## src/rtl/ucd_pkg.sv

```systemverilog
`default_nettype none

package ucd_pkg;

    localparam int unsigned MAX_BLOCK_BYTES_DEF = 256;

    // bytes of a descriptor after its length byte that the scan looks at
    localparam int unsigned WIN_LEN = 7;

    localparam int unsigned TOTAL_LO_OFS = 2;
    localparam int unsigned TOTAL_HI_OFS = 3;
    localparam int unsigned CONF_VAL_OFS = 5;

    localparam logic [7:0] DESC_INTERFACE = 8'h04;
    localparam logic [7:0] DESC_ENDPOINT  = 8'h05;
    localparam logic [7:0] CLASS_HID      = 8'h03;
    localparam logic [7:0] CLASS_HUB      = 8'h09;
    localparam logic [7:0] PROTO_KEYBOARD = 8'h01;
    localparam logic [7:0] PROTO_MOUSE    = 8'h02;
    localparam logic [1:0] XFER_INTERRUPT = 2'b11;
    localparam int unsigned EP_DIR_BIT    = 7;

    localparam logic [15:0] DEF_MAX_PACKET    = 16'd8;
    localparam logic [7:0]  DEF_POLL_INTERVAL = 8'd10;

    typedef enum logic [1:0] {
        IFACE_NONE  = 2'd0,
        IFACE_KBD   = 2'd1,
        IFACE_MOUSE = 2'd2
    } iface_kind_t;

    typedef struct packed {
        logic [7:0] data_byte;
        logic       last_byte;
    } in_item_t;

    typedef struct packed {
        iface_kind_t iface_kind;
        logic        hub;
        logic        kbd_found;
        logic [7:0]  kbd_interface;
        logic [3:0]  kbd_endpoint;
        logic [15:0] kbd_max_packet;
        logic [7:0]  kbd_poll_interval;
        logic        mouse_found;
        logic [7:0]  mouse_iface_num;
        logic [3:0]  mouse_endpoint;
        logic [15:0] mouse_max_packet;
        logic [7:0]  mouse_poll_interval;
    } scan_state_t;

    typedef struct packed {
        logic        hub_detected;
        logic        kbd_found;
        logic [7:0]  kbd_interface;
        logic [3:0]  kbd_endpoint;
        logic [15:0] kbd_max_packet;
        logic [7:0]  kbd_poll_interval;
        logic        mouse_found;
        logic [7:0]  mouse_iface_num;
        logic [3:0]  mouse_endpoint;
        logic [15:0] mouse_max_packet;
        logic [7:0]  mouse_poll_interval;
        logic [7:0]  configuration_value;
    } result_t;

    function automatic scan_state_t scan_init();
        scan_state_t r;
        r = '0;
        r.iface_kind          = IFACE_NONE;
        r.kbd_max_packet      = DEF_MAX_PACKET;
        r.kbd_poll_interval   = DEF_POLL_INTERVAL;
        r.mouse_max_packet    = DEF_MAX_PACKET;
        r.mouse_poll_interval = DEF_POLL_INTERVAL;
        return r;
    endfunction

    // fld[k] is the byte k+1 places after the descriptor's length byte
    function automatic scan_state_t desc_step(
        input scan_state_t                 st,
        input logic [WIN_LEN-1:0][7:0]     fld,
        input logic                        en
    );
        scan_state_t r;
        logic [7:0]  kind;
        logic [7:0]  cls;
        logic [7:0]  proto;
        logic [7:0]  addr;
        logic [7:0]  attr;
        logic        intr_in;
        r       = st;
        kind    = fld[0];
        cls     = fld[4];
        proto   = fld[6];
        addr    = fld[1];
        attr    = fld[2];
        intr_in = (attr[1:0] == XFER_INTERRUPT) && addr[EP_DIR_BIT];
        if (en)
        begin
            if (kind == DESC_INTERFACE)
            begin
                r.iface_kind = IFACE_NONE;
                if (cls == CLASS_HUB)
                begin
                    r.hub = 1'b1;
                end
                else if (cls == CLASS_HID)
                begin
                    if (proto == PROTO_KEYBOARD)
                    begin
                        if (!r.kbd_found)
                        begin
                            r.kbd_found     = 1'b1;
                            r.kbd_interface = fld[1];
                            r.iface_kind    = IFACE_KBD;
                        end
                    end
                    else if (proto == PROTO_MOUSE)
                    begin
                        if (!r.mouse_found)
                        begin
                            r.mouse_found     = 1'b1;
                            r.mouse_iface_num = fld[1];
                            r.iface_kind      = IFACE_MOUSE;
                        end
                    end
                end
            end
            else if (kind == DESC_ENDPOINT)
            begin
                if (intr_in)
                begin
                    if (r.iface_kind == IFACE_KBD && r.kbd_endpoint == 4'd0)
                    begin
                        r.kbd_endpoint      = addr[3:0];
                        r.kbd_max_packet    = {fld[4], fld[3]};
                        r.kbd_poll_interval = fld[5];
                    end
                    else if (r.iface_kind == IFACE_MOUSE && r.mouse_endpoint == 4'd0)
                    begin
                        r.mouse_endpoint      = addr[3:0];
                        r.mouse_max_packet    = {fld[4], fld[3]};
                        r.mouse_poll_interval = fld[5];
                    end
                end
            end
        end
        return r;
    endfunction

endpackage

`default_nettype wire

```

## src/rtl/ucd_ifs.sv

```systemverilog
`default_nettype none

interface ucd_in_if;
    logic       valid;
    logic       ready;
    logic [7:0] data_byte;
    logic       last_byte;

    modport source (output valid, output data_byte, output last_byte, input ready);
    modport sink   (input valid, input data_byte, input last_byte, output ready);
endinterface

interface ucd_out_if;
    logic        valid;
    logic        ready;
    logic        hub_detected;
    logic        kbd_found;
    logic [7:0]  kbd_interface;
    logic [3:0]  kbd_endpoint;
    logic [15:0] kbd_max_packet;
    logic [7:0]  kbd_poll_interval;
    logic        mouse_found;
    logic [7:0]  mouse_iface_num;
    logic [3:0]  mouse_endpoint;
    logic [15:0] mouse_max_packet;
    logic [7:0]  mouse_poll_interval;
    logic [7:0]  configuration_value;

    modport source (
        output valid, input ready,
        output hub_detected, output kbd_found, output kbd_interface, output kbd_endpoint,
        output kbd_max_packet, output kbd_poll_interval, output mouse_found,
        output mouse_iface_num, output mouse_endpoint, output mouse_max_packet,
        output mouse_poll_interval, output configuration_value
    );
    modport sink (
        input valid, output ready,
        input hub_detected, input kbd_found, input kbd_interface, input kbd_endpoint,
        input kbd_max_packet, input kbd_poll_interval, input mouse_found,
        input mouse_iface_num, input mouse_endpoint, input mouse_max_packet,
        input mouse_poll_interval, input configuration_value
    );
endinterface

`default_nettype wire

```

## src/rtl/usb_config_descriptor_hid_scanner.sv

```systemverilog
// Scans a USB configuration descriptor block one byte per clock as it streams in, following
// the descriptor chain by its length bytes, and on the byte marked last gives one summary
// item: hub detection (from the device class register or a hub interface), the first HID
// boot keyboard and boot mouse interfaces with their first interrupt IN endpoint, and the
// configuration value. Bytes wait in an input register; the summary item is loaded into an
// output register at the edge where the last byte leaves the input register, and it is held
// until taken. The next block's bytes keep flowing meanwhile, and only a last byte waits
// while an earlier summary is still untaken. Sustained rate is one byte per clock. Bytes past
// MAX_BLOCK_BYTES are dropped and fields that were never received read as zero. The device
// class register is written through cfg_wr_en / cfg_wr_data; the user must write it only
// between blocks, and the block itself does not enforce this.
`default_nettype none

module usb_config_descriptor_hid_scanner #(
    parameter int unsigned MAX_BLOCK_BYTES = ucd_pkg::MAX_BLOCK_BYTES_DEF
) (
    input  wire logic       clk,
    input  wire logic       rst_n,
    input  wire logic       cfg_wr_en,
    input  wire logic [7:0] cfg_wr_data,
    ucd_in_if.sink          byte_ch,
    ucd_out_if.source       result_ch
);

    ucd_pkg::in_item_t item;
    logic              item_valid;
    logic              take;

    ucd_in_stage u_in_stage (
        .clk        (clk),
        .rst_n      (rst_n),
        .byte_ch    (byte_ch),
        .take       (take),
        .item       (item),
        .item_valid (item_valid)
    );

    ucd_scan_core #(
        .MAX_BLOCK_BYTES (MAX_BLOCK_BYTES)
    ) u_scan_core (
        .clk         (clk),
        .rst_n       (rst_n),
        .cfg_wr_en   (cfg_wr_en),
        .cfg_wr_data (cfg_wr_data),
        .item        (item),
        .item_valid  (item_valid),
        .take        (take),
        .result_ch   (result_ch)
    );

    a_kbd_default: assert property (@(posedge clk) disable iff (!rst_n)
        result_ch.valid && !result_ch.kbd_found |->
            result_ch.kbd_endpoint == 4'd0 && result_ch.kbd_interface == 8'd0
            && result_ch.kbd_max_packet == ucd_pkg::DEF_MAX_PACKET
            && result_ch.kbd_poll_interval == ucd_pkg::DEF_POLL_INTERVAL)
        else $error("keyboard fields set without a keyboard interface");

    a_mouse_default: assert property (@(posedge clk) disable iff (!rst_n)
        result_ch.valid && !result_ch.mouse_found |->
            result_ch.mouse_endpoint == 4'd0 && result_ch.mouse_iface_num == 8'd0
            && result_ch.mouse_max_packet == ucd_pkg::DEF_MAX_PACKET
            && result_ch.mouse_poll_interval == ucd_pkg::DEF_POLL_INTERVAL)
        else $error("mouse fields set without a mouse interface");

    a_last_waits: assert property (@(posedge clk) disable iff (!rst_n)
        item_valid && item.last_byte && result_ch.valid && !result_ch.ready |-> !take)
        else $error("last item taken while summary item still pending");

endmodule

`default_nettype wire

```

## src/rtl/ucd_in_stage.sv

```systemverilog
`default_nettype none

module ucd_in_stage (
    input  wire logic              clk,
    input  wire logic              rst_n,
    ucd_in_if.sink                 byte_ch,
    input  wire logic              take,
    output ucd_pkg::in_item_t      item,
    output logic                   item_valid
);

    logic              valid_reg;
    logic              valid_next;
    ucd_pkg::in_item_t item_reg;
    logic              load;

    assign byte_ch.ready = !valid_reg || take;
    assign load          = byte_ch.valid && byte_ch.ready;

    always_comb
    begin
        valid_next = valid_reg;
        if (load)
        begin
            valid_next = 1'b1;
        end
        else if (take)
        begin
            valid_next = 1'b0;
        end
    end

    always_ff @(posedge clk or negedge rst_n)
    begin
        if (!rst_n)
        begin
            valid_reg <= 1'b0;
        end
        else
        begin
            valid_reg <= valid_next;
        end
    end

    always_ff @(posedge clk)
    begin
        if (load)
        begin
            item_reg.data_byte <= byte_ch.data_byte;
            item_reg.last_byte <= byte_ch.last_byte;
        end
    end

    assign item       = item_reg;
    assign item_valid = valid_reg;

endmodule

`default_nettype wire

```

## src/rtl/ucd_scan_core.sv

```systemverilog
`default_nettype none

module ucd_scan_core #(
    parameter int unsigned MAX_BLOCK_BYTES = ucd_pkg::MAX_BLOCK_BYTES_DEF
) (
    input  wire logic              clk,
    input  wire logic              rst_n,
    input  wire logic              cfg_wr_en,
    input  wire logic [7:0]        cfg_wr_data,
    input  wire ucd_pkg::in_item_t item,
    input  wire logic              item_valid,
    output logic                   take,
    ucd_out_if.source              result_ch
);

    localparam int unsigned OW = $clog2(MAX_BLOCK_BYTES + 1);
    localparam int unsigned NW = $clog2(MAX_BLOCK_BYTES + 256);
    localparam int unsigned CW = ((OW > 16) ? OW : 16) + 1;
    localparam int unsigned WL = ucd_pkg::WIN_LEN;

    logic [OW-1:0]          offset_reg;
    logic [OW-1:0]          offset_next;
    logic [NW-1:0]          next_start_reg;
    logic [NW-1:0]          next_start_next;
    logic                   walk_active_reg;
    logic                   walk_active_next;
    logic [15:0]            total_reg;
    logic [15:0]            total_next;
    logic [7:0]             conf_val_reg;
    logic [7:0]             conf_val_next;
    logic [WL-1:0][7:0]     win_reg;
    logic [WL-1:0][7:0]     win_next;
    logic [WL-1:0]          flag_reg;
    logic [WL-1:0]          flag_next;
    ucd_pkg::scan_state_t   st_reg;
    ucd_pkg::scan_state_t   st_next;
    logic [7:0]             dev_class_reg;
    logic                   out_valid_reg;
    logic                   out_valid_next;
    ucd_pkg::result_t       res_reg;
    ucd_pkg::result_t       res_next;

    logic                   stored;
    logic [7:0]             cur;
    logic                   start_hit;
    logic                   cur_start;
    logic [15:0]            total_eff;
    logic [CW-1:0]          ofs_ext;
    logic [CW-1:0]          tot_ext;
    logic [7:0]             ext_byte [0:2*WL];
    logic [WL:0]            slot_start;
    logic [WL:0]            slot_en;
    logic [WL-1:0][7:0]     slot_fld [0:WL];
    ucd_pkg::scan_state_t   chain [0:WL+1];

    assign stored    = offset_reg < OW'(MAX_BLOCK_BYTES);
    assign cur       = stored ? item.data_byte : 8'd0;
    assign start_hit = stored && walk_active_reg && (offset_reg != '0)
                       && (NW'(offset_reg) == next_start_reg);
    assign cur_start = start_hit && (cur != 8'd0);

    assign total_eff[7:0]  = (offset_reg == OW'(ucd_pkg::TOTAL_LO_OFS)) ? cur : total_reg[7:0];
    assign total_eff[15:8] = (offset_reg == OW'(ucd_pkg::TOTAL_HI_OFS)) ? cur : total_reg[15:8];
    assign ofs_ext = CW'(offset_reg);
    assign tot_ext = CW'(total_eff);

    // byte window: oldest at 0, current byte at WL, nothing received beyond
    for (genvar i = 0; i <= 2 * WL; i++)
    begin : g_ext
        if (i < WL)
        begin : g_win
            assign ext_byte[i] = win_reg[i];
        end
        else if (i == WL)
        begin : g_cur
            assign ext_byte[i] = cur;
        end
        else
        begin : g_zero
            assign ext_byte[i] = 8'd0;
        end
    end

    assign slot_start = {cur_start, flag_reg};
    assign chain[0]   = st_reg;

    for (genvar j = 0; j <= WL; j++)
    begin : g_slot
        for (genvar k = 0; k < WL; k++)
        begin : g_fld
            assign slot_fld[j][k] = ext_byte[j + 1 + k];
        end
        // descriptor start lies at offset - WL + j, must be below the total length
        assign slot_en[j]  = slot_start[j] && ((ofs_ext + CW'(j)) < (tot_ext + CW'(WL)));
        assign chain[j+1]  = ucd_pkg::desc_step(chain[j], slot_fld[j], slot_en[j]);
    end

    assign take = item_valid && (!item.last_byte || !out_valid_reg || result_ch.ready);

    always_comb
    begin
        offset_next      = offset_reg;
        next_start_next  = next_start_reg;
        walk_active_next = walk_active_reg;
        total_next       = total_reg;
        conf_val_next    = conf_val_reg;
        win_next         = win_reg;
        flag_next        = flag_reg;
        st_next          = st_reg;
        out_valid_next   = out_valid_reg && !result_ch.ready;
        res_next         = res_reg;
        if (take)
        begin
            if (item.last_byte)
            begin
                res_next.hub_detected        = chain[WL+1].hub
                                               || (dev_class_reg == ucd_pkg::CLASS_HUB);
                res_next.kbd_found           = chain[WL+1].kbd_found;
                res_next.kbd_interface       = chain[WL+1].kbd_interface;
                res_next.kbd_endpoint        = chain[WL+1].kbd_endpoint;
                res_next.kbd_max_packet      = chain[WL+1].kbd_max_packet;
                res_next.kbd_poll_interval   = chain[WL+1].kbd_poll_interval;
                res_next.mouse_found         = chain[WL+1].mouse_found;
                res_next.mouse_iface_num     = chain[WL+1].mouse_iface_num;
                res_next.mouse_endpoint      = chain[WL+1].mouse_endpoint;
                res_next.mouse_max_packet    = chain[WL+1].mouse_max_packet;
                res_next.mouse_poll_interval = chain[WL+1].mouse_poll_interval;
                res_next.configuration_value =
                    (offset_reg == OW'(ucd_pkg::CONF_VAL_OFS)) ? cur : conf_val_reg;
                out_valid_next   = 1'b1;
                offset_next      = '0;
                next_start_next  = '0;
                walk_active_next = 1'b0;
                total_next       = 16'd0;
                conf_val_next    = 8'd0;
                flag_next        = '0;
                st_next          = ucd_pkg::scan_init();
            end
            else if (stored)
            begin
                offset_next            = offset_reg + OW'(1);
                total_next             = total_eff;
                win_next[WL-2:0]       = win_reg[WL-1:1];
                win_next[WL-1]         = cur;
                flag_next[WL-2:0]      = flag_reg[WL-1:1];
                flag_next[WL-1]        = cur_start;
                st_next                = chain[1];
                if (offset_reg == OW'(ucd_pkg::CONF_VAL_OFS))
                begin
                    conf_val_next = cur;
                end
                // header length gives the first descriptor start
                if (offset_reg == '0)
                begin
                    next_start_next  = NW'(cur);
                    walk_active_next = (cur != 8'd0);
                end
                else if (start_hit)
                begin
                    if (cur == 8'd0)
                    begin
                        walk_active_next = 1'b0;
                    end
                    else
                    begin
                        next_start_next = NW'(offset_reg) + NW'(cur);
                    end
                end
            end
        end
    end

    always_ff @(posedge clk or negedge rst_n)
    begin
        if (!rst_n)
        begin
            offset_reg      <= '0;
            next_start_reg  <= '0;
            walk_active_reg <= 1'b0;
            total_reg       <= 16'd0;
            conf_val_reg    <= 8'd0;
            flag_reg        <= '0;
            st_reg          <= ucd_pkg::scan_init();
            dev_class_reg   <= 8'd0;
            out_valid_reg   <= 1'b0;
        end
        else
        begin
            offset_reg      <= offset_next;
            next_start_reg  <= next_start_next;
            walk_active_reg <= walk_active_next;
            total_reg       <= total_next;
            conf_val_reg    <= conf_val_next;
            flag_reg        <= flag_next;
            st_reg          <= st_next;
            out_valid_reg   <= out_valid_next;
            if (cfg_wr_en)
            begin
                dev_class_reg <= cfg_wr_data;
            end
        end
    end

    always_ff @(posedge clk)
    begin
        win_reg <= win_next;
        res_reg <= res_next;
    end

    assign result_ch.valid               = out_valid_reg;
    assign result_ch.hub_detected        = res_reg.hub_detected;
    assign result_ch.kbd_found           = res_reg.kbd_found;
    assign result_ch.kbd_interface       = res_reg.kbd_interface;
    assign result_ch.kbd_endpoint        = res_reg.kbd_endpoint;
    assign result_ch.kbd_max_packet      = res_reg.kbd_max_packet;
    assign result_ch.kbd_poll_interval   = res_reg.kbd_poll_interval;
    assign result_ch.mouse_found         = res_reg.mouse_found;
    assign result_ch.mouse_iface_num     = res_reg.mouse_iface_num;
    assign result_ch.mouse_endpoint      = res_reg.mouse_endpoint;
    assign result_ch.mouse_max_packet    = res_reg.mouse_max_packet;
    assign result_ch.mouse_poll_interval = res_reg.mouse_poll_interval;
    assign result_ch.configuration_value = res_reg.configuration_value;

endmodule

`default_nettype wire
```

## src/flat_wrapper.sv

```systemverilog
// flat-port wrapper written by rule: the top's interface ports become plain ports
module usb_config_descriptor_hid_scanner_flat 
#(
    parameter int unsigned MAX_BLOCK_BYTES = ucd_pkg::MAX_BLOCK_BYTES_DEF
)
  (clk, rst_n, cfg_wr_en, cfg_wr_data, byte_ch_valid, byte_ch_data_byte, byte_ch_last_byte, byte_ch_ready, result_ch_valid, result_ch_ready, result_ch_hub_detected, result_ch_kbd_found, result_ch_kbd_interface, result_ch_kbd_endpoint, result_ch_kbd_max_packet, result_ch_kbd_poll_interval, result_ch_mouse_found, result_ch_mouse_iface_num, result_ch_mouse_endpoint, result_ch_mouse_max_packet, result_ch_mouse_poll_interval, result_ch_configuration_value);
  ucd_in_if byte_ch_i ();
  ucd_out_if result_ch_i ();
  input  wire logic clk;
  input  wire logic rst_n;
  input  wire logic cfg_wr_en;
  input  wire logic [7:0] cfg_wr_data;
  input wire logic [$bits(byte_ch_i.valid)-1:0] byte_ch_valid;
  input wire logic [$bits(byte_ch_i.data_byte)-1:0] byte_ch_data_byte;
  input wire logic [$bits(byte_ch_i.last_byte)-1:0] byte_ch_last_byte;
  output wire logic [$bits(byte_ch_i.ready)-1:0] byte_ch_ready;
  output wire logic [$bits(result_ch_i.valid)-1:0] result_ch_valid;
  input wire logic [$bits(result_ch_i.ready)-1:0] result_ch_ready;
  output wire logic [$bits(result_ch_i.hub_detected)-1:0] result_ch_hub_detected;
  output wire logic [$bits(result_ch_i.kbd_found)-1:0] result_ch_kbd_found;
  output wire logic [$bits(result_ch_i.kbd_interface)-1:0] result_ch_kbd_interface;
  output wire logic [$bits(result_ch_i.kbd_endpoint)-1:0] result_ch_kbd_endpoint;
  output wire logic [$bits(result_ch_i.kbd_max_packet)-1:0] result_ch_kbd_max_packet;
  output wire logic [$bits(result_ch_i.kbd_poll_interval)-1:0] result_ch_kbd_poll_interval;
  output wire logic [$bits(result_ch_i.mouse_found)-1:0] result_ch_mouse_found;
  output wire logic [$bits(result_ch_i.mouse_iface_num)-1:0] result_ch_mouse_iface_num;
  output wire logic [$bits(result_ch_i.mouse_endpoint)-1:0] result_ch_mouse_endpoint;
  output wire logic [$bits(result_ch_i.mouse_max_packet)-1:0] result_ch_mouse_max_packet;
  output wire logic [$bits(result_ch_i.mouse_poll_interval)-1:0] result_ch_mouse_poll_interval;
  output wire logic [$bits(result_ch_i.configuration_value)-1:0] result_ch_configuration_value;
  assign byte_ch_i.valid = byte_ch_valid;
  assign byte_ch_i.data_byte = byte_ch_data_byte;
  assign byte_ch_i.last_byte = byte_ch_last_byte;
  assign byte_ch_ready = byte_ch_i.ready;
  assign result_ch_valid = result_ch_i.valid;
  assign result_ch_i.ready = result_ch_ready;
  assign result_ch_hub_detected = result_ch_i.hub_detected;
  assign result_ch_kbd_found = result_ch_i.kbd_found;
  assign result_ch_kbd_interface = result_ch_i.kbd_interface;
  assign result_ch_kbd_endpoint = result_ch_i.kbd_endpoint;
  assign result_ch_kbd_max_packet = result_ch_i.kbd_max_packet;
  assign result_ch_kbd_poll_interval = result_ch_i.kbd_poll_interval;
  assign result_ch_mouse_found = result_ch_i.mouse_found;
  assign result_ch_mouse_iface_num = result_ch_i.mouse_iface_num;
  assign result_ch_mouse_endpoint = result_ch_i.mouse_endpoint;
  assign result_ch_mouse_max_packet = result_ch_i.mouse_max_packet;
  assign result_ch_mouse_poll_interval = result_ch_i.mouse_poll_interval;
  assign result_ch_configuration_value = result_ch_i.configuration_value;
  usb_config_descriptor_hid_scanner #(.MAX_BLOCK_BYTES(MAX_BLOCK_BYTES)) u_core (.clk(clk), .rst_n(rst_n), .cfg_wr_en(cfg_wr_en), .cfg_wr_data(cfg_wr_data), .byte_ch(byte_ch_i), .result_ch(result_ch_i));
endmodule
```

## config.mk

```make
export PLATFORM = sky130hd
export DESIGN_NAME = usb_config_descriptor_hid_scanner_flat
export DESIGN_NICKNAME = d
export VERILOG_FILES = /design/src/rtl/ucd_pkg.sv /design/src/rtl/ucd_ifs.sv /design/src/rtl/usb_config_descriptor_hid_scanner.sv /design/src/rtl/ucd_in_stage.sv /design/src/rtl/ucd_scan_core.sv /design/src/flat_wrapper.sv
export SDC_FILE = /design/constraint.sdc
export NUM_CORES = 1
export LEC_CHECK = 0
export ABC_CLOCK_PERIOD_IN_PS = 10800
export BUFFER_PORTS_ARGS = -buffer_cell sky130_fd_sc_hd__buf_2
export CELL_PAD_IN_SITES_DETAIL_PLACEMENT = 0
export CELL_PAD_IN_SITES_GLOBAL_PLACEMENT = 1
export CORE_MARGIN = 1
export CORE_UTILIZATION = 53
export CTS_CLUSTER_SIZE = 14
export DETAILED_ROUTE_END_ITERATION = 10
export GPL_TIMING_DRIVEN = 0
export PLACE_DENSITY_LB_ADDON = 0.1
export SLEW_MARGIN = 30
export SYNTH_ARGS = -nofsm -noshare
export SYNTH_HDL_FRONTEND = slang
export SYNTH_SLANG_ARGS = --single-unit
export TNS_END_PERCENT = 100
```

## constraint.sdc

```tcl
create_clock -name clk -period 10.8 [get_ports clk]
set_clock_uncertainty 0.05 [all_clocks]
set_input_delay 0.54 -clock clk [delete_from_list [all_inputs] [get_ports clk]]
set_output_delay 0.54 -clock clk [all_outputs]
set_load 0.005 [all_outputs]
```

Yosys cells after proc, flatten, opt, wreduce, memory -nomap -nowiden
Cells that the tools add are included.
{"block": "totals", "reg_bits": 277, "in_bits": 22, "out_inout_bits": 85}
{"block": "classes", "add_sub_neg": 9, "order_cmp": 8, "n_eq_ne": 37, "muxes": 103, "bitwise_logic": 1, "n_reduce_logical": 60}
{"operator": "28-bit 2-to-1 mux", "n": 45}
{"operator": "77-bit 2-to-1 mux", "n": 6}
{"operator": "75-bit 2-to-1 mux", "n": 3}
{"operator": "9-bit 2-to-1 mux", "n": 15}
{"operator": "10-bit by 17-bit < comparator with 1-bit output", "n": 6}
{"operator": "8-bit by 3-bit equality test with 1-bit output (second input constant)", "n": 10}
{"operator": "8-bit 2-to-1 mux", "n": 8}
{"operator": "12-bit 2-to-1 mux", "n": 4}
{"operator": "4-bit zero test", "n": 10}
{"operator": "8-bit by 4-bit equality test with 1-bit output (second input constant)", "n": 4}
{"operator": "16-bit 2-to-1 mux", "n": 2}
{"operator": "9-bit by 3-bit adder with 10-bit output (second input constant)", "n": 3}
{"operator": "1-bit logical AND", "n": 29}
{"operator": "9-bit by 2-bit adder with 10-bit output (second input constant)", "n": 2}
{"operator": "2-bit equality test (second input constant)", "n": 10}
{"operator": "9-bit by 2-bit equality test with 1-bit output (second input constant)", "n": 2}
{"operator": "16-bit by 3-bit adder with 17-bit output (second input constant)", "n": 1}
{"operator": "9-bit by 17-bit < comparator with 1-bit output", "n": 1}
{"operator": "8-bit by 2-bit equality test with 1-bit output (second input constant)", "n": 2}
{"operator": "7-bit 2-to-1 mux", "n": 2}
{"operator": "1-bit 2-to-1 mux", "n": 13}
{"operator": "9-bit by 1-bit adder with 10-bit output (second input constant)", "n": 1}
{"operator": "2-bit by 1-bit equality test with 1-bit output (second input constant)", "n": 5}
{"operator": "2-bit 2-to-1 mux", "n": 5}
{"operator": "19 further kinds", "n": 29}

Logic depth before layout (Yosys ltp)
{"block": "logic_depth", "ltp_word": 44, "mapped_depth": 27}

Cells and area by module
Synthesis repeated with hierarchy kept, for this count alone.
{"block": "unflattened", "hier_cells": 1431, "area_unflattened_um2": 15297.2}
{"module": "ucd_scan_core", "instances": 1, "cells_each": 1418, "area_each_um2": 14973.1, "seq_area_each_um2": 7344.5}
{"module": "ucd_in_stage", "instances": 1, "cells_each": 13, "area_each_um2": 324.1, "seq_area_each_um2": 295.3}

Least setup slack after synthesis
OpenSTA, ideal clock, no wires.
{"block": "synth_path", "path_type": "reg-to-reg", "startpoint": "register u_core.u_scan_core.offset_reg[2]", "endpoint": "register u_core.u_scan_core.res_reg (netlist bit u_core.u_scan_core.result_ch.mouse_max_packet[5]), data pin", "setup_time_ns": 0.257, "arrival_time_ns": 5.345, "path_slack_ns": 5.148, "path_stages_with_launch": 27, "synth_period_minus_slack_ns": 5.652, "cell_sequence": "dfrtp_1 clkbuf_1 inv_1 ha_1 and3b_1 nand2_1 clkbuf_1 nor2_1 a21oi_1 ha_1 nor2b_1 nor3_1 a22o_1 xor2_1 ha_1 a31o_2 a21o_1 o211a_4 o31a_2 a21oi_2 buf_6 a221oi_4 and2_1 buf_4 buf_6 a211oi_2 nor2_1"}
{"item": "start, declared", "line": "ucd_scan_core.sv:21", "source": "logic [OW-1:0] offset_reg;"}
{"item": "start signal, assigned", "line": "ucd_scan_core.sv:189", "source": "offset_reg <= offset_next;"}
{"item": "end signal, assigned", "line": "ucd_scan_core.sv:207", "source": "res_reg <= res_next;"}
{"item": "end, declared", "line": "ucd_scan_core.sv:40", "source": "ucd_pkg::result_t res_reg;"}

Final worst setup path
{"block": "layout_path", "startpoint": "register u_core.u_in_stage.item_reg (netlist bit u_core.u_in_stage.item[1])", "endpoint": "register u_core.u_scan_core.st_reg (netlist bit u_core.u_scan_core.chain[623])"}
{"block": "layout_between", "elab_chain_len": 8, "elab_cells_between_ends": 9, "cone_classes": "add/sub: 1; order compare: 1; mux: 6; reduce/logical: 1"}
{"item": "start, declared", "line": "ucd_in_stage.sv:14", "source": "ucd_pkg::in_item_t item_reg;"}
{"item": "8-bit 2-to-1 mux (*)", "line": "ucd_scan_core.sv:57", "source": "assign cur = stored ? item.data_byte : 8'd0;"}
{"item": "net u_core.u_scan_core.cur[0]", "line": "ucd_scan_core.sv:44", "source": "logic [7:0] cur;"}
{"item": "8-bit 2-to-1 mux, on equally long branches", "line": "ucd_scan_core.sv:62, ucd_scan_core.sv:63"}
{"item": "16-bit by 3-bit adder with 17-bit output (*)"}
{"item": "9-bit by 17-bit < comparator with 1-bit output (*)", "line": "ucd_scan_core.sv:94", "source": "assign slot_en[j] = slot_start[j] && ((ofs_ext + CW'(j)) < (tot_ext + CW'(WL)));"}
{"item": "1-bit logical AND (*)", "line": "ucd_scan_core.sv:94"}
{"item": "77-bit 2-to-1 mux (*)", "line": "ucd_pkg.sv:98", "source": "if (en)"}
{"item": "77-bit 2-to-1 mux (*)", "line": "ucd_scan_core.sv:139", "source": "else if (stored)"}
{"item": "77-bit 2-to-1 mux (*)", "line": "ucd_scan_core.sv:114", "source": "if (item.last_byte)"}
{"item": "end signal, assigned", "line": "ucd_scan_core.sv:183", "source": "st_reg <= ucd_pkg::scan_init();"}
{"item": "end signal, assigned", "line": "ucd_scan_core.sv:195", "source": "st_reg <= st_next;"}
{"item": "end, declared", "line": "ucd_scan_core.sv:35", "source": "ucd_pkg::scan_state_t st_reg;"}
The timed path passes the listed nets; every way through them passes the cells marked *. The select of a mux whose other input is x is not followed.
A chain may end at the register's enable or synchronous reset.

==> metrics.txt <==
Worst R2R Setup Slack 3.23 ns; WP data arrival around 8 ns; worst hold endpoint u_core.u_in_stage.item[5]; Crit path largest cell delay 0.89 ns; via count 12700; critical path class register to register; CP max stage cell nor2_1; Power Density around 180 mW/mm²; Ant. Diodes 0; Max VDD drop 0.130 mV; Fill cells around 2400; clock slew at reported path FFs ~0.060 ns; hold path depth 1; reg2reg start u_core.u_in_stage.item[1]; Initial Util 53.8%; CTS H-tree lvls 1; Post-Place Cells 1949; status complete, no violations; max reg flops 77; Synth cell types 98; Worst-Margin Slew 0.944 ns; final HPWL from detailed placement approximately 35000 µm; Die W ~170 µm; layout cell share with drive strength beyond 1 17.4%; total gr overflow 0; Bufs on Longest Clock Path 3; switching power 0.00110 W; Setup TNS Final 0 ns; row cnt 62; fin crit period between 7 and 8 ns; Iter 0 DRT Violations 1325; Hold Startpoint byte_ch_data_byte[4]; Post-CTS Setup Inserts 0; Port Buffer Count 105; leading cell type in the layout, fill and taps excluded edfxtp_1; Cell Count, Final, Fillers Out between 2000 and 2500; CP Buf/Inv Count 4; CP Cell Sequence clkbuf_1, nand2b_1, inv_1, nand4_1, and2_1, ha_1, xnor2_1, ha_1, inv_1, a21oi_1, a31oi_1, maj3_2, a221o_1, o211ai_2, nand2_1, nor2_1, clkbuf_1, a22o_1; worst hold path class input port to register; synthesized area per cell roughly 11 µm²; main flop type after synthesis edfxtp_1; vias in the first global route 12200; critical path's top delay family simple AND/OR/NAND/NOR gates; final hold viol count 0; Setup violations, final 0; dominant cell type by area after synthesis edfxtp_1; final net count 1669; design area 0.0177 mm²; Post-Synthesis Cells 1453; synthesized area 0.0155 mm²; CTS root buf clkbuf_16; FF-to-FF End u_core.u_scan_core.chain[623]; Total Routed Length 48700 µm; I/O pin cnt 107; # DRC 0; syn_nets 1524; clock sink total about 280; Synthesis Warnings 0; global-route wire length before repair between 70000 and 80000 µm; initial antenna violation count 0; Routed Antenna Nets 0; path depth of the worst reg2reg path 18; CP Capture Type register; FF+latch count, synth between 200 and 300; Layout area overhead 14.4%; GRT Total Usage 32.5%; P_int 0.00216 W; Sw Ratio 33.8%; Max Cap Viol 0; fraction of registers with async set/reset 49.5%; Critical Path RT approximately 11 ns; Max-slew headroom 36.8%; pin count of the biggest net entering global routing 81; Num CTS Buffers 30; Placed Instance Area 0.0166 mm²; Clock power frac 32.4%; top cells by area, synth edfxtp_1, dfrtp_1, a22o_1, ha_1, mux2i_1; worst-path maximum fanout 10; crit start category register; RSZ-0062 raised after global routing no; sequential-to-total area share from yosys stat about half; TritonCTS clock tree built; Post-synth EDFFs 140; period utilization 70.1%; Clock Latency Late Sink 0.58 ns; via/cell ratio 6.32; Pre-Repair DR Iteration Count 6; post-synth top area share 27.2%; Routed WL per cell ~24 µm; combinational fraction of design power between 20% and 30%; Resized cells post-CTS 0; Layout Utilization 61.6%; Max Slew Vio Count 0; global placer's final weighted congestion 0.994; sequential power share 38.5%; total leakage power 7.41 nW; die height 173 µm; area of the die ~0.030 mm²; most frequent cells in the layout edfxtp_1, dfrtp_1, buf_2; Fmax 132 MHz; CORE AREA 0.0287 mm²
worst reg2reg max path, cell delays in order (launching register included):
cell      delay [ns]
edfxtp_1        0.31
clkbuf_1        0.57
nand2b_1        0.56
inv_1           0.56
nand4_1         0.29
and2_1          0.30
ha_1            0.30
xnor2_1         0.59
ha_1            0.24
inv_1           0.04
a21oi_1         0.12
a31oi_1         0.08
maj3_2          0.35
a221o_1         0.39
o211ai_2        0.36
nand2_1         0.50
nor2_1          0.89
clkbuf_1        0.72
a22o_1          0.29
area by class of cell:
cell class                      count  area (µm²)  area share (%)
Sequential cell                   277        7640            43.2
Inverter                           46         173           0.977
Tap cell                          384         480            2.72
Buffer                             93         418            2.36
Clock buffer                       34         786            4.45
Timing Repair Buffer              113         711            4.02
Clock inverter                     22         234            1.32
Multi-Input combinational cell   1037        7230            40.9
routing by layer:
layer | wire, µm | vias up | GRT usage (%)
met5 | 0 | - | 0
met4 | 1780 | 0 | 12.4
met3 | 4290 | 107 | 5.52
met2 | 21300 | 641 | 48.5
met1 | 21300 | 6163 | 47.6
li1 | - | 5760 | -
Yosys cell counts (13+ instances only):
cell type  count
dfrtp_1      131
clkbuf_1      59
nor4_1        18
xor2_1        13
buf_2         18
a22o_1        85
mux2i_1       45
nand2_1      113
and2_1        15
a211oi_1      38
nor2_1       117
o21ai_0       78
mux2_2        39
edfxtp_1     140
a21oi_1       80
nor3_1        32
ha_1          48
inv_1         44
a21o_1        13
nand4_1       17
xnor2_1       34
nand2b_1      20
nand3_1       41
logic make-up after synthesis:
kind of cell / count (synthesis) / synth area share, %
DFF: 277 / 49.4
buffers and inverters: 139 / 3.81
adders and majority gates: 50 / 4.09
AOI/OAI and AO/OA: 414 / 19.4
xor gates and xnor gates: 47 / 2.66
and+or+nand+nor: 442 / 14.9
muxes: 84 / 5.76
stage by stage:
stage                     hold WS, ns  power (W)  setup WS (ns)
final                          0.0963    0.00326           3.23
after global placement          0.373    0.00218           3.00
after floorplan                 0.194    0.00190           5.15
after detailed placement        0.377    0.00219           3.49
after global routing           0.0807    0.00341           2.96
after CTS                      0.0835    0.00325           3.51
worst max path at each step:
stage / depth (start not counted) / endpoint / slack, ns / from
floorplan: 26 / u_core.u_scan_core.result_ch.mouse_max_packet[5] / 5.15 / u_core.u_scan_core.offset_reg[2]
global placement: 5 / u_core.u_scan_core.result_ch.kbd_endpoint[3] / 3.00 / u_core.u_scan_core.offset_reg[8]
detailed placement: 19 / u_core.u_scan_core.chain[643] / 3.49 / u_core.u_in_stage.item[1]
CTS: 19 / u_core.u_scan_core.chain[643] / 3.51 / u_core.u_in_stage.item[1]
global route: 19 / u_core.u_scan_core.chain[643] / 2.96 / u_core.u_in_stage.item[1]
finish: 18 / u_core.u_scan_core.chain[623] / 3.23 / u_core.u_in_stage.item[1]
power by group through the flow:
| stage | clock network, W | logic, W | registers, W |
|---|---|---|---|
| 2_1_floorplan | 0 | 0.000644 | 0.00126 |
| 3_3_place_gp | 0 | 0.000900 | 0.00128 |
| 3_5_place_dp | 0 | 0.000923 | 0.00127 |
| 4_1_cts | 0.00107 | 0.000931 | 0.00125 |
| 5_1_grt | 0.00111 | 0.00104 | 0.00126 |
| 6_report | 0.00106 | 0.000949 | 0.00125 |
repair_timing:
item / CTS / global route
setup endpoints to repair: 0 / 0
hold endpoints to repair: 57 / 0
hold buffers: 1 / 0
Note: power is estimated with default switching activity, not from simulation.
